[src/design/bfa_pkg.sv]
// bfa_pkg: shared constants and types for the bitmap frame allocator
// bitmap geometry, operation codes, ram write port and bit unit result structs
// no dependencies
`default_nettype none

package bfa_pkg;

  localparam int BITMAP_BYTES = 4096;
  localparam int FRAME_BYTES  = 4096;
  localparam int BYTE_BITS    = 8;
  localparam int WORD_W       = 32;
  localparam int MEM_WORDS    = BITMAP_BYTES * BYTE_BITS / WORD_W;
  localparam int WADDR_W      = $clog2(MEM_WORDS);
  localparam int BIT_W        = $clog2(WORD_W);
  localparam int FRAME_W      = 15;
  localparam int ADDR_W       = 27;
  localparam int FRAME_SHIFT  = $clog2(FRAME_BYTES);

  localparam logic OP_ALLOCATE = 1'b0;
  localparam logic OP_RESERVE  = 1'b1;

  typedef logic [WORD_W-1:0]  word_t;
  typedef logic [WADDR_W-1:0] waddr_t;
  typedef logic [BIT_W-1:0]   bitpos_t;

  typedef struct packed {
    logic   en;
    waddr_t addr;
    word_t  data;
  } ram_wr_t;

  typedef struct packed {
    logic    full;
    bitpos_t bit_pos;
    word_t   word;
  } bit_res_t;

endpackage

`default_nettype wire

[src/design/bfa_bit_unit.sv]
// bfa_bit_unit: shared bit unit, finds the lowest clear bit or takes a given one
// and returns the bitmap word with that bit set; depends on bfa_pkg
`default_nettype none

module bfa_bit_unit (
  input  wire bfa_pkg::word_t   word,
  input  wire                   use_index,
  input  wire bfa_pkg::bitpos_t index,
  output bfa_pkg::bit_res_t     res
);
  import bfa_pkg::*;

  word_t   inv;
  word_t   lowest;
  bitpos_t pos;
  bitpos_t sel;

  always_comb begin
    inv    = ~word;
    lowest = inv & (~inv + WORD_W'(1));
    pos    = '0;
    for (int i = 0; i < WORD_W; i++) begin
      if (lowest[i]) begin
        pos = BIT_W'(i);
      end
    end
    sel         = use_index ? index : pos;
    res.full    = &word;
    res.bit_pos = sel;
    res.word    = word | (WORD_W'(1) << sel);
  end

endmodule

`default_nettype wire

[config.mk]
export PLATFORM = sky130hd
export DESIGN_NAME = bfa_bit_unit
export DESIGN_NICKNAME = d
export VERILOG_FILES = /design/src/design/bfa_pkg.sv /design/src/design/bfa_bit_unit.sv
export SDC_FILE = /design/constraint.sdc
export NUM_CORES = 1
export LEC_CHECK = 0
export ABC_AREA = 1
export BUFFER_PORTS_ARGS = -buffer_cell sky130_fd_sc_hd__buf_2
export CAP_MARGIN = 0
export CORE_MARGIN = 2
export CORE_UTILIZATION = 31
export DETAILED_ROUTE_END_ITERATION = 10
export GPL_ROUTABILITY_DRIVEN = 0
export PLACE_DENSITY_LB_ADDON = 0.15
export SLEW_MARGIN = 25
export SYNTH_ARGS = -nofsm -noshare
export SYNTH_HDL_FRONTEND = slang
export SYNTH_SLANG_ARGS = --single-unit
export TNS_END_PERCENT = 30
[constraint.sdc]
create_clock -name vclk -period 9.4
set_clock_uncertainty 0.15 [all_clocks]
set_input_delay 2.82 -clock vclk [all_inputs]
set_output_delay 2.82 -clock vclk [all_outputs]
set_load 0.01 [all_outputs]
Yosys cells after proc, flatten, opt, wreduce, memory -nomap -nowiden
Index checks and enable logic that the tools add are counted.

Add/subtract/negate cells: 1. Shift operators: 1. Multiplexer cells: 32. Bitwise operators: 4. Reductions and logical operators: 1.

Operators by type and width (count): 5-bit 2-to-1 mux (31); 32-bit inverter (2); 32-bit by 1-bit adder with 32-bit output (second input constant) (1); 32-bit bitwise AND (1); 32-bit OR (1); 32-bit AND reduction (1); 1-bit by 5-bit << shifter with 32-bit output (first input constant) (1); 1-bit 2-to-1 mux (1).

Output and inout bits: 38. Word-level logic and storage cells: 39. Register bits: 0.

Longest topological paths before layout
Gate-level depths: netlist (run 1).

Depth after elaboration: 38. Gate-level depth with buffers: 18. Mapped depth without buffers: 18.

Worst setup path after synthesis (run 1)
No wires, ideal clock.

Kind: in2out. Start: input port word[0]. End: output port res[14] (netlist bit). Arrival: 4.450 ns. Required time: 6.430 ns. Setup slack: 1.980 ns. Cell stages on the path: 17. Cell sequence: nand2_2 nor2_4 nand3_2 nor2_4 nand2_2 nor2_4 nand2_2 nor2_4 nand2_2 nand2_2 nor2_1 nand3_2 nor2_2 nor2_8 buf_6 nand4_1 o21bai_1.

RTL lines: from (decl) (line bfa_bit_unit.sv:6) `input wire bfa_pkg::word_t word,`; to (decl) (line bfa_bit_unit.sv:9) `output bfa_pkg::bit_res_t res`.

==> impl_results.html, run 1 <==
<table>
<tr><th>Metric</th><th>Value</th></tr>
<tr><th colspan="2">Global routing</th></tr>
<tr><td>Global-route wire length before repair</td><td>8420 um</td></tr>
<tr><td>Total global routing track utilization</td><td>20.4%</td></tr>
<tr><td>Overflow left after global routing</td><td>0</td></tr>
<tr><td>Maximum number of pins on one net before global-route repair</td><td>18</td></tr>
<tr><td>Number of antenna violations at the first check in global routing</td><td>0</td></tr>
<tr><td>Via count of the first global-routing pass</td><td>1844</td></tr>
<tr><th colspan="2">Final layout</th></tr>
<tr><td>Antenna fix cells</td><td>0</td></tr>
<tr><td>Fraction of layout instances using a drive strength above 1</td><td>31.4%</td></tr>
<tr><td>Post-route cell area</td><td>around 0.0018 sq mm</td></tr>
<tr><td>Area taken by flip-flops and latches</td><td>0 sq um</td></tr>
<tr><td>FF+latch count</td><td>0</td></tr>
<tr><td>Total Nets Final</td><td>approximately 370</td></tr>
<tr><td>Area growth from synthesis to layout</td><td>30.6%</td></tr>
<tr><td>Number of clock buffer instances in the layout</td><td>0</td></tr>
<tr><td>Filler Cell Count</td><td>510</td></tr>
<tr><th colspan="2">Power and ir drop</th></tr>
<tr><td>Cell Pwr Density</td><td>between 30 and 40 mW/mm^2</td></tr>
<tr><td>Overall power</td><td>0.0699 mW</td></tr>
<tr><td>Standby leakage power</td><td>0.950 nW</td></tr>
<tr><td>Maximum vdd ir drop</td><td>11.8 uV</td></tr>
<tr><th colspan="2">STA</th></tr>
<tr><td>Total negative setup slack</td><td>0 ps</td></tr>
<tr><td>Transition time at the pin with the least slew margin</td><td>741 ps</td></tr>
<tr><td>Number of failing hold endpoints at the final stage</td><td>0</td></tr>
<tr><td>Worst slack on hold paths</td><td>a little under 6000 ps</td></tr>
<tr><td>Final count of pins violating max slew</td><td>0</td></tr>
<tr><td>Minimum clock period</td><td>8240 ps</td></tr>
<tr><td>Post-route fraction of the period consumed by the critical path</td><td>87.6%</td></tr>
<tr><td>RSZ-0062 raised after global routing</td><td>false</td></tr>
<tr><td>Relative slew slack</td><td>50.5%</td></tr>
<tr><td>Worst setup slack after layout</td><td>1160 ps</td></tr>
<tr><td>Final Setup Violations</td><td>0</td></tr>
<tr><td>Max frequency</td><td>between 100 and 150 MHz</td></tr>
<tr><th colspan="2">Floorplanning</th></tr>
<tr><td>Core Rows</td><td>24</td></tr>
<tr><td>Area of the die</td><td>roughly 0.0049 sq mm</td></tr>
<tr><td>Die outline height</td><td>between 70 and 80 um</td></tr>
<tr><td>Area of the core region</td><td>0.00426 sq mm</td></tr>
<tr><td>Starting density of the core</td><td>31.7%</td></tr>
<tr><td>I/O pin total</td><td>76</td></tr>
<tr><td>Die Width</td><td>70.0 um</td></tr>
<tr><th colspan="2">Setup path</th></tr>
<tr><td>Worst path required time</td><td>6430 ps</td></tr>
<tr><td>Startpoint types</td><td>input pin</td></tr>
<tr><td>Largest fanout on the critical path</td><td>12</td></tr>
<tr><td>Type of the worst setup path</td><td>in2out</td></tr>
<tr><td>Data arrival time of the critical path</td><td>5270 ps</td></tr>
<tr><td>Kind of capture point of the worst setup path</td><td>primary output</td></tr>
<tr><th colspan="2">Worst hold path</th></tr>
<tr><td>Min-delay src</td><td>word[31]</td></tr>
<tr><td>Worst hold path class</td><td>in2out</td></tr>
<tr><td>Hold Path Sink</td><td>res[31]</td></tr>
<tr><td>Number of stages on the worst hold path</td><td>4</td></tr>
<tr><th colspan="2">Drt</th></tr>
<tr><td>First-pass detailed-route iteration total</td><td>4</td></tr>
<tr><td>DRC violation total after the first TritonRoute iteration</td><td>109</td></tr>
<tr><td>Per-cell via count in the routed design</td><td>between 5 and 6</td></tr>
<tr><td>Wirelength per Cell</td><td>about 13 um</td></tr>
<tr><td>ANT nets after route</td><td>0</td></tr>
<tr><td>Routed wire length</td><td>5060 um</td></tr>
<tr><td>Detailed-route via count</td><td>1919</td></tr>
<tr><td>Number of remaining DRC errors</td><td>0</td></tr>
<tr><th colspan="2">Logic synthesis</th></tr>
<tr><td>Commonest cells in the synthesized netlist</td><td>sky130_fd_sc_hd__nand2_1 (55), sky130_fd_sc_hd__inv_1 (42), sky130_fd_sc_hd__nand3_1 (37)</td></tr>
<tr><td>Net count after synthesis</td><td>approximately 290</td></tr>
<tr><td>Share of the synthesized area in compound gates (AO/OA/AOI/OAI)</td><td>between 10% and 20%</td></tr>
<tr><td>Number of synthesis warnings</td><td>0</td></tr>
<tr><td>Library cells used by synthesis</td><td>31</td></tr>
<tr><td>Post-synth top area cell</td><td>sky130_fd_sc_hd__nand2_1</td></tr>
<tr><td>Netlist Area Pre-Place</td><td>0.00135 sq mm</td></tr>
<tr><td>Post-synthesis share of cell area spent on full adders, half adders and majority gates</td><td>0%</td></tr>
<tr><td>XOR/XNOR share of the synthesized area</td><td>0%</td></tr>
<tr><td>Library cell with the highest instance count after synthesis</td><td>sky130_fd_sc_hd__nand2_1</td></tr>
<tr><td>Gate count after technology mapping</td><td>~260</td></tr>
<tr><td>Top cells by area, synth</td><td>sky130_fd_sc_hd__nand2_1 (15%), sky130_fd_sc_hd__nand3_1 (14%), sky130_fd_sc_hd__inv_1 (12%), sky130_fd_sc_hd__o21bai_1 (9.4%), sky130_fd_sc_hd__nor2_1 (8.6%)</td></tr>
<tr><td>Share of synthesized area spent on multiplexers</td><td>0%</td></tr>
<tr><td>Main combinational cell family by area after synthesis</td><td>simple AND/OR/NAND/NOR gates</td></tr>
<tr><td>Fraction of post-synthesis cell area in the top cell type by area</td><td>between 15 and 20%</td></tr>
<tr><td>Avg Cell Area, Syn</td><td>5.28 sq um</td></tr>
<tr><td>Sequential cell area fraction in the yosys report</td><td>0%</td></tr>
<tr><td>Post-synthesis share of cell area spent on and, or, nand and nor gates</td><td>roughly 68%</td></tr>
<tr><th colspan="2">Clock tree</th></tr>
<tr><td>Post-CTS Setup Bufs</td><td>0</td></tr>
<tr><td>Hold-fix buffers, CTS</td><td>0</td></tr>
<tr><td>Gates resized, CTS repair</td><td>0</td></tr>
<tr><th colspan="2">Placement</th></tr>
<tr><td>Post-detailed-placement half-perimeter wirelength</td><td>4490 um</td></tr>
<tr><td>Placement-stage worst setup slack</td><td>1220 ps</td></tr>
<tr><td>Count of buffers from port buffering</td><td>76</td></tr>
<tr><td>Instance area after placement</td><td>roughly 0.0018 sq mm</td></tr>
<tr><th colspan="2">Run</th></tr>
<tr><td>Reported max-cap violation count</td><td>0</td></tr>
<tr><th colspan="2">Run status</th></tr>
<tr><td>Run status</td><td>completed</td></tr>
</table>
==> power breakdown <==
group	switching, mW	leakage (nW)	internal [mW]
clock	0	0	0
combinational	0.0453	0.950	0.0246
sequential	0	0	0
==> cell usage in the layout (no fill, tap or decap) <==
master	Yosys	layout
sky130_fd_sc_hd__nand4_1	18	18
sky130_fd_sc_hd__o211ai_1	1	1
sky130_fd_sc_hd__a31oi_1	1	1
sky130_fd_sc_hd__nor2_4	7	7
sky130_fd_sc_hd__nor2_8	2	2
sky130_fd_sc_hd__nand3_2	2	2
sky130_fd_sc_hd__o21bai_1	17	17
sky130_fd_sc_hd__nand4_2	1	1
sky130_fd_sc_hd__o21a_1	3	3
sky130_fd_sc_hd__nand3_4	1	1
sky130_fd_sc_hd__o22ai_2	1	1
sky130_fd_sc_hd__inv_4	1	1
sky130_fd_sc_hd__or2_1	1	1
sky130_fd_sc_hd__nor3_1	6	6
sky130_fd_sc_hd__o21ai_1	4	4
sky130_fd_sc_hd__nand3_1	37	37
sky130_fd_sc_hd__nor2_1	31	31
sky130_fd_sc_hd__buf_2	2	76
sky130_fd_sc_hd__inv_2	2	2
sky130_fd_sc_hd__nand3b_1	1	1
sky130_fd_sc_hd__inv_1	42	42
sky130_fd_sc_hd__nand2_2	5	5
sky130_fd_sc_hd__nor4_1	3	3
sky130_fd_sc_hd__a21oi_4	1	1
sky130_fd_sc_hd__nor2_2	3	3
sky130_fd_sc_hd__o21ai_0	3	3
sky130_fd_sc_hd__or2_2	1	1
sky130_fd_sc_hd__and2_1	1	1
sky130_fd_sc_hd__a21oi_1	1	1
sky130_fd_sc_hd__nand2_1	55	55
==> routing by layer <==
layer / share of wire, % / GRT usage [%] / vias up
met3: 6.2 / 1.44 / 6
met5: 0 / 0 / -
met2: 46 / 34.7 / 71
met1: 47 / 28.7 / 841
li1: - / - / 1001
met4: 1.2 / 3.21 / 0
==> critical path, cell delays in order <==
cell and delay (ps):
sky130_fd_sc_hd__buf_2 130, sky130_fd_sc_hd__nand2_1 90, sky130_fd_sc_hd__inv_1 60, sky130_fd_sc_hd__nand3_1 130, sky130_fd_sc_hd__nor2_4 70, sky130_fd_sc_hd__nand2_2 80
sky130_fd_sc_hd__nor2_4 50, sky130_fd_sc_hd__nand2_2 80, sky130_fd_sc_hd__nor2_4 40, sky130_fd_sc_hd__nand2_1 50, sky130_fd_sc_hd__nand2_1 60, sky130_fd_sc_hd__nor2_1 180
sky130_fd_sc_hd__nand3_2 100, sky130_fd_sc_hd__o21bai_1 600, sky130_fd_sc_hd__nand4_1 290, sky130_fd_sc_hd__o21bai_1 260, sky130_fd_sc_hd__buf_2 170
==> cell families (layout without fill, tap and decap cells) <==
kind of cell	after synthesis	count (layout)
and+or+nand+nor	175	175
buffers and inverters	49	121
AOI/OAI and AO/OA	32	32
==> worst max-delay path by stage <==
stage          startpoint      end  slack (ps)  cells past startpoint
2_1_floorplan     word[0]  res[14]        1980                     17
3_3_place_gp      word[8]  res[16]        1240                     17
3_5_place_dp      word[9]  res[16]        1220                     17
4_1_cts           word[8]  res[16]        1220                     17
5_1_grt           word[3]  res[16]         830                     15
6_report          word[8]  res[16]        1160                     17
==> stage by stage <==
step | util [%] | cells
floorplan | - | 256
global placement | 41.4 | 380
detailed placement | 41.4 | 380
CTS | 41.4 | 380
global route | 41.4 | 380
finish | 41.4 | 380
==> cell type report <==
cell class	count	area (sq um)	share of cell area, %
Inverter	45	171	9.72
Tap cell	52	65.1	3.69
Timing Repair Buffer	76	380	21.6
Multi-Input combinational cell	207	1150	65.0
Note: power is estimated with default switching activity, not from simulation.
==> inputs of run 2 (changes only) <==
--- a/config.mk
+++ b/config.mk
@@ -9,7 +9,7 @@
 export BUFFER_PORTS_ARGS = -buffer_cell sky130_fd_sc_hd__buf_2
 export CAP_MARGIN = 0
 export CORE_MARGIN = 2
-export CORE_UTILIZATION = 31
+export CORE_UTILIZATION = 51
 export DETAILED_ROUTE_END_ITERATION = 10
 export GPL_ROUTABILITY_DRIVEN = 0
 export PLACE_DENSITY_LB_ADDON = 0.15
==> impl_results.html, run 2 (same netlist as run 1, synthesis figures left out) <==
<table>
<tr><th>Metric</th><th>Value</th></tr>
<tr><th colspan="2">Run status</th></tr>
<tr><td>Run status</td><td>completed</td></tr>
<tr><th colspan="2">STA</th></tr>
<tr><td>Total negative setup slack</td><td>0 ps</td></tr>
<tr><td>Minimum clock period</td><td>8300 ps</td></tr>
<tr><td>Relative slew slack</td><td>47.2%</td></tr>
<tr><td>Final count of pins violating max slew</td><td>0</td></tr>
<tr><td>RSZ-0062 raised after global routing</td><td>false</td></tr>
<tr><td>Max frequency</td><td>121 MHz</td></tr>
<tr><td>Post-route fraction of the period consumed by the critical path</td><td>88.3%</td></tr>
<tr><td>Number of failing hold endpoints at the final stage</td><td>0</td></tr>
<tr><td>Transition time at the pin with the least slew margin</td><td>791 ps</td></tr>
<tr><td>Worst slack on hold paths</td><td>5790 ps</td></tr>
<tr><td>Final Setup Violations</td><td>0</td></tr>
<tr><th colspan="2">Placement</th></tr>
<tr><td>Count of buffers from port buffering</td><td>76</td></tr>
<tr><td>Instance area after placement</td><td>0.00174 sq mm</td></tr>
<tr><td># placed instances</td><td>358</td></tr>
<tr><td>Post-detailed-placement half-perimeter wirelength</td><td>about 4000 um</td></tr>
<tr><th colspan="2">Drt</th></tr>
<tr><td>Detailed-route via count</td><td>2014</td></tr>
<tr><td>Routed wire length</td><td>4700 um</td></tr>
<tr><td>ANT nets after route</td><td>0</td></tr>
<tr><td>Per-cell via count in the routed design</td><td>between 5 and 6</td></tr>
<tr><td>Wirelength per Cell</td><td>13.1 um</td></tr>
<tr><td>Number of remaining DRC errors</td><td>0</td></tr>
<tr><td>First-pass detailed-route iteration total</td><td>4</td></tr>
<tr><td>DRC violation total after the first TritonRoute iteration</td><td>120</td></tr>
<tr><th colspan="2">Setup path</th></tr>
<tr><td>Worst path required time</td><td>6430 ps</td></tr>
<tr><td>Type of the worst setup path</td><td>in2out</td></tr>
<tr><td>Startpoint types</td><td>input pin</td></tr>
<tr><td>Data arrival time of the critical path</td><td>roughly 5300 ps</td></tr>
<tr><td>Largest fanout on the critical path</td><td>12</td></tr>
<tr><td>Kind of capture point of the worst setup path</td><td>primary output</td></tr>
<tr><th colspan="2">Final layout</th></tr>
<tr><td>Area taken by flip-flops and latches</td><td>0 sq um</td></tr>
<tr><td>Post-route cell area</td><td>0.00174 sq mm</td></tr>
<tr><td>Fraction of layout instances using a drive strength above 1</td><td>between 30% and 40%</td></tr>
<tr><td>Footprint of the multi-input gates</td><td>between 0.001 and 0.0015 sq mm</td></tr>
<tr><td>Area growth from synthesis to layout</td><td>28.5%</td></tr>
<tr><td>Top library cells by usage in the layout, fill and taps aside</td><td>sky130_fd_sc_hd__buf_2 (76), sky130_fd_sc_hd__nand2_1 (55), sky130_fd_sc_hd__inv_1 (42)</td></tr>
<tr><td>Number of clock buffer instances in the layout</td><td>0</td></tr>
<tr><td>Total Nets Final</td><td>368</td></tr>
<tr><td>Filler Cell Count</td><td>between 200 and 300</td></tr>
<tr><td>FF+latch count</td><td>0</td></tr>
<tr><td>Antenna fix cells</td><td>0</td></tr>
<tr><td>Commonest non-fill, non-tap cell in the layout</td><td>sky130_fd_sc_hd__buf_2</td></tr>
<tr><td>Number of standard cells in the final layout excluding fillers</td><td>358</td></tr>
<tr><th colspan="2">Global routing</th></tr>
<tr><td>Maximum number of pins on one net before global-route repair</td><td>18</td></tr>
<tr><td>Total global routing track utilization</td><td>29.2%</td></tr>
<tr><td>Number of antenna violations at the first check in global routing</td><td>0</td></tr>
<tr><td>Global-route wire length before repair</td><td>between 7000 and 8000 um</td></tr>
<tr><td>Overflow left after global routing</td><td>0</td></tr>
<tr><td>Via count of the first global-routing pass</td><td>roughly 1.7k</td></tr>
<tr><th colspan="2">Power and ir drop</th></tr>
<tr><td>Cell Pwr Density</td><td>approximately 40 mW/mm^2</td></tr>
<tr><td>Overall power</td><td>roughly 0.07 mW</td></tr>
<tr><td>P_int</td><td>0.0246 mW</td></tr>
<tr><td>Switching Share</td><td>64.7%</td></tr>
<tr><td>Standby leakage power</td><td>roughly 0.95 nW</td></tr>
<tr><td>Switching Power</td><td>about 0.045 mW</td></tr>
<tr><td>Part of the power in registers</td><td>0%</td></tr>
<tr><td>Maximum vdd ir drop</td><td>33.2 uV</td></tr>
<tr><td>Clock group share of total power</td><td>0%</td></tr>
<tr><td>Combinational share of power</td><td>100.0%</td></tr>
<tr><th colspan="2">Floorplanning</th></tr>
<tr><td>Die outline height</td><td>55.5 um</td></tr>
<tr><td>Area of the core region</td><td>0.00250 sq mm</td></tr>
<tr><td>I/O pin total</td><td>76</td></tr>
<tr><td>Core Rows</td><td>18</td></tr>
<tr><td>Die Width</td><td>roughly 55 um</td></tr>
<tr><td>Area of the die</td><td>0.00308 sq mm</td></tr>
<tr><td>Starting density of the core</td><td>54.1%</td></tr>
<tr><th colspan="2">Worst hold path</th></tr>
<tr><td>Worst hold path class</td><td>in2out</td></tr>
<tr><th colspan="2">Clock tree</th></tr>
<tr><td>Post-CTS Setup Bufs</td><td>0</td></tr>
<tr><td>Gates resized, CTS repair</td><td>0</td></tr>
<tr><td>Hold-fix buffers, CTS</td><td>0</td></tr>
<tr><th colspan="2">Run</th></tr>
<tr><td>Reported max-cap violation count</td><td>0</td></tr>
</table>
[run 2: power by group through the flow]
stage               Clock, mW  Sequential, mW  Combinational [mW]
finish                      0               0              0.0698
global route                0               0              0.0758
CTS                         0               0              0.0688
detailed placement          0               0              0.0685
global placement            0               0              0.0681
floorplan                   0               0              0.0409
[run 2: final cells by class]
| type | count | share of cell area [%] |
|---|---|---|
| tap | 30 | 2.16 |
| multi-input combinational | 207 | 66.1 |
| timing repair buffer | 76 | 21.9 |
| inverter | 45 | 9.87 |
[run 2: worst paths after layout]
path	from	end	slack [ps]	cells after the start
worst max-delay path	word[8]	res[18]	1100	17
worst min-delay path	word[31]	res[31]	5790	4
[run 2: per-stage QoR]
stage,utilization (%),worst slack (ps)
detailed placement,69.5,1230
floorplan,-,1980
global route,69.5,900
finish,69.5,1100
CTS,69.5,1230
global placement,69.5,1280
[run 2: critical path, cell delays in order]
cell	delay [ps]
sky130_fd_sc_hd__buf_2	130
sky130_fd_sc_hd__nand2_1	90
sky130_fd_sc_hd__inv_1	50
sky130_fd_sc_hd__nand3_1	130
sky130_fd_sc_hd__nor2_4	70
sky130_fd_sc_hd__nand2_2	90
sky130_fd_sc_hd__nor2_4	40
sky130_fd_sc_hd__nand2_2	80
sky130_fd_sc_hd__nor2_4	40
sky130_fd_sc_hd__nand2_1	50
sky130_fd_sc_hd__nand2_1	70
sky130_fd_sc_hd__nor2_1	210
sky130_fd_sc_hd__nand3_2	110
sky130_fd_sc_hd__o21bai_1	640
sky130_fd_sc_hd__nand4_1	330
sky130_fd_sc_hd__o21bai_1	210
sky130_fd_sc_hd__buf_2	160
[run 2: metal layers]
metal / part of all wire (%) / wire length (um) / GRT usage, % / up-vias
met4: 1.3 / 60 / 4.18 / 0
met1: 43 / 2030 / 42.4 / 889
li1: - / - / - / 1001
met3: 8.3 / 391 / 2.34 / 6
met2: 47 / 2220 / 47.8 / 118
met5: 0 / 0 / 0 / -
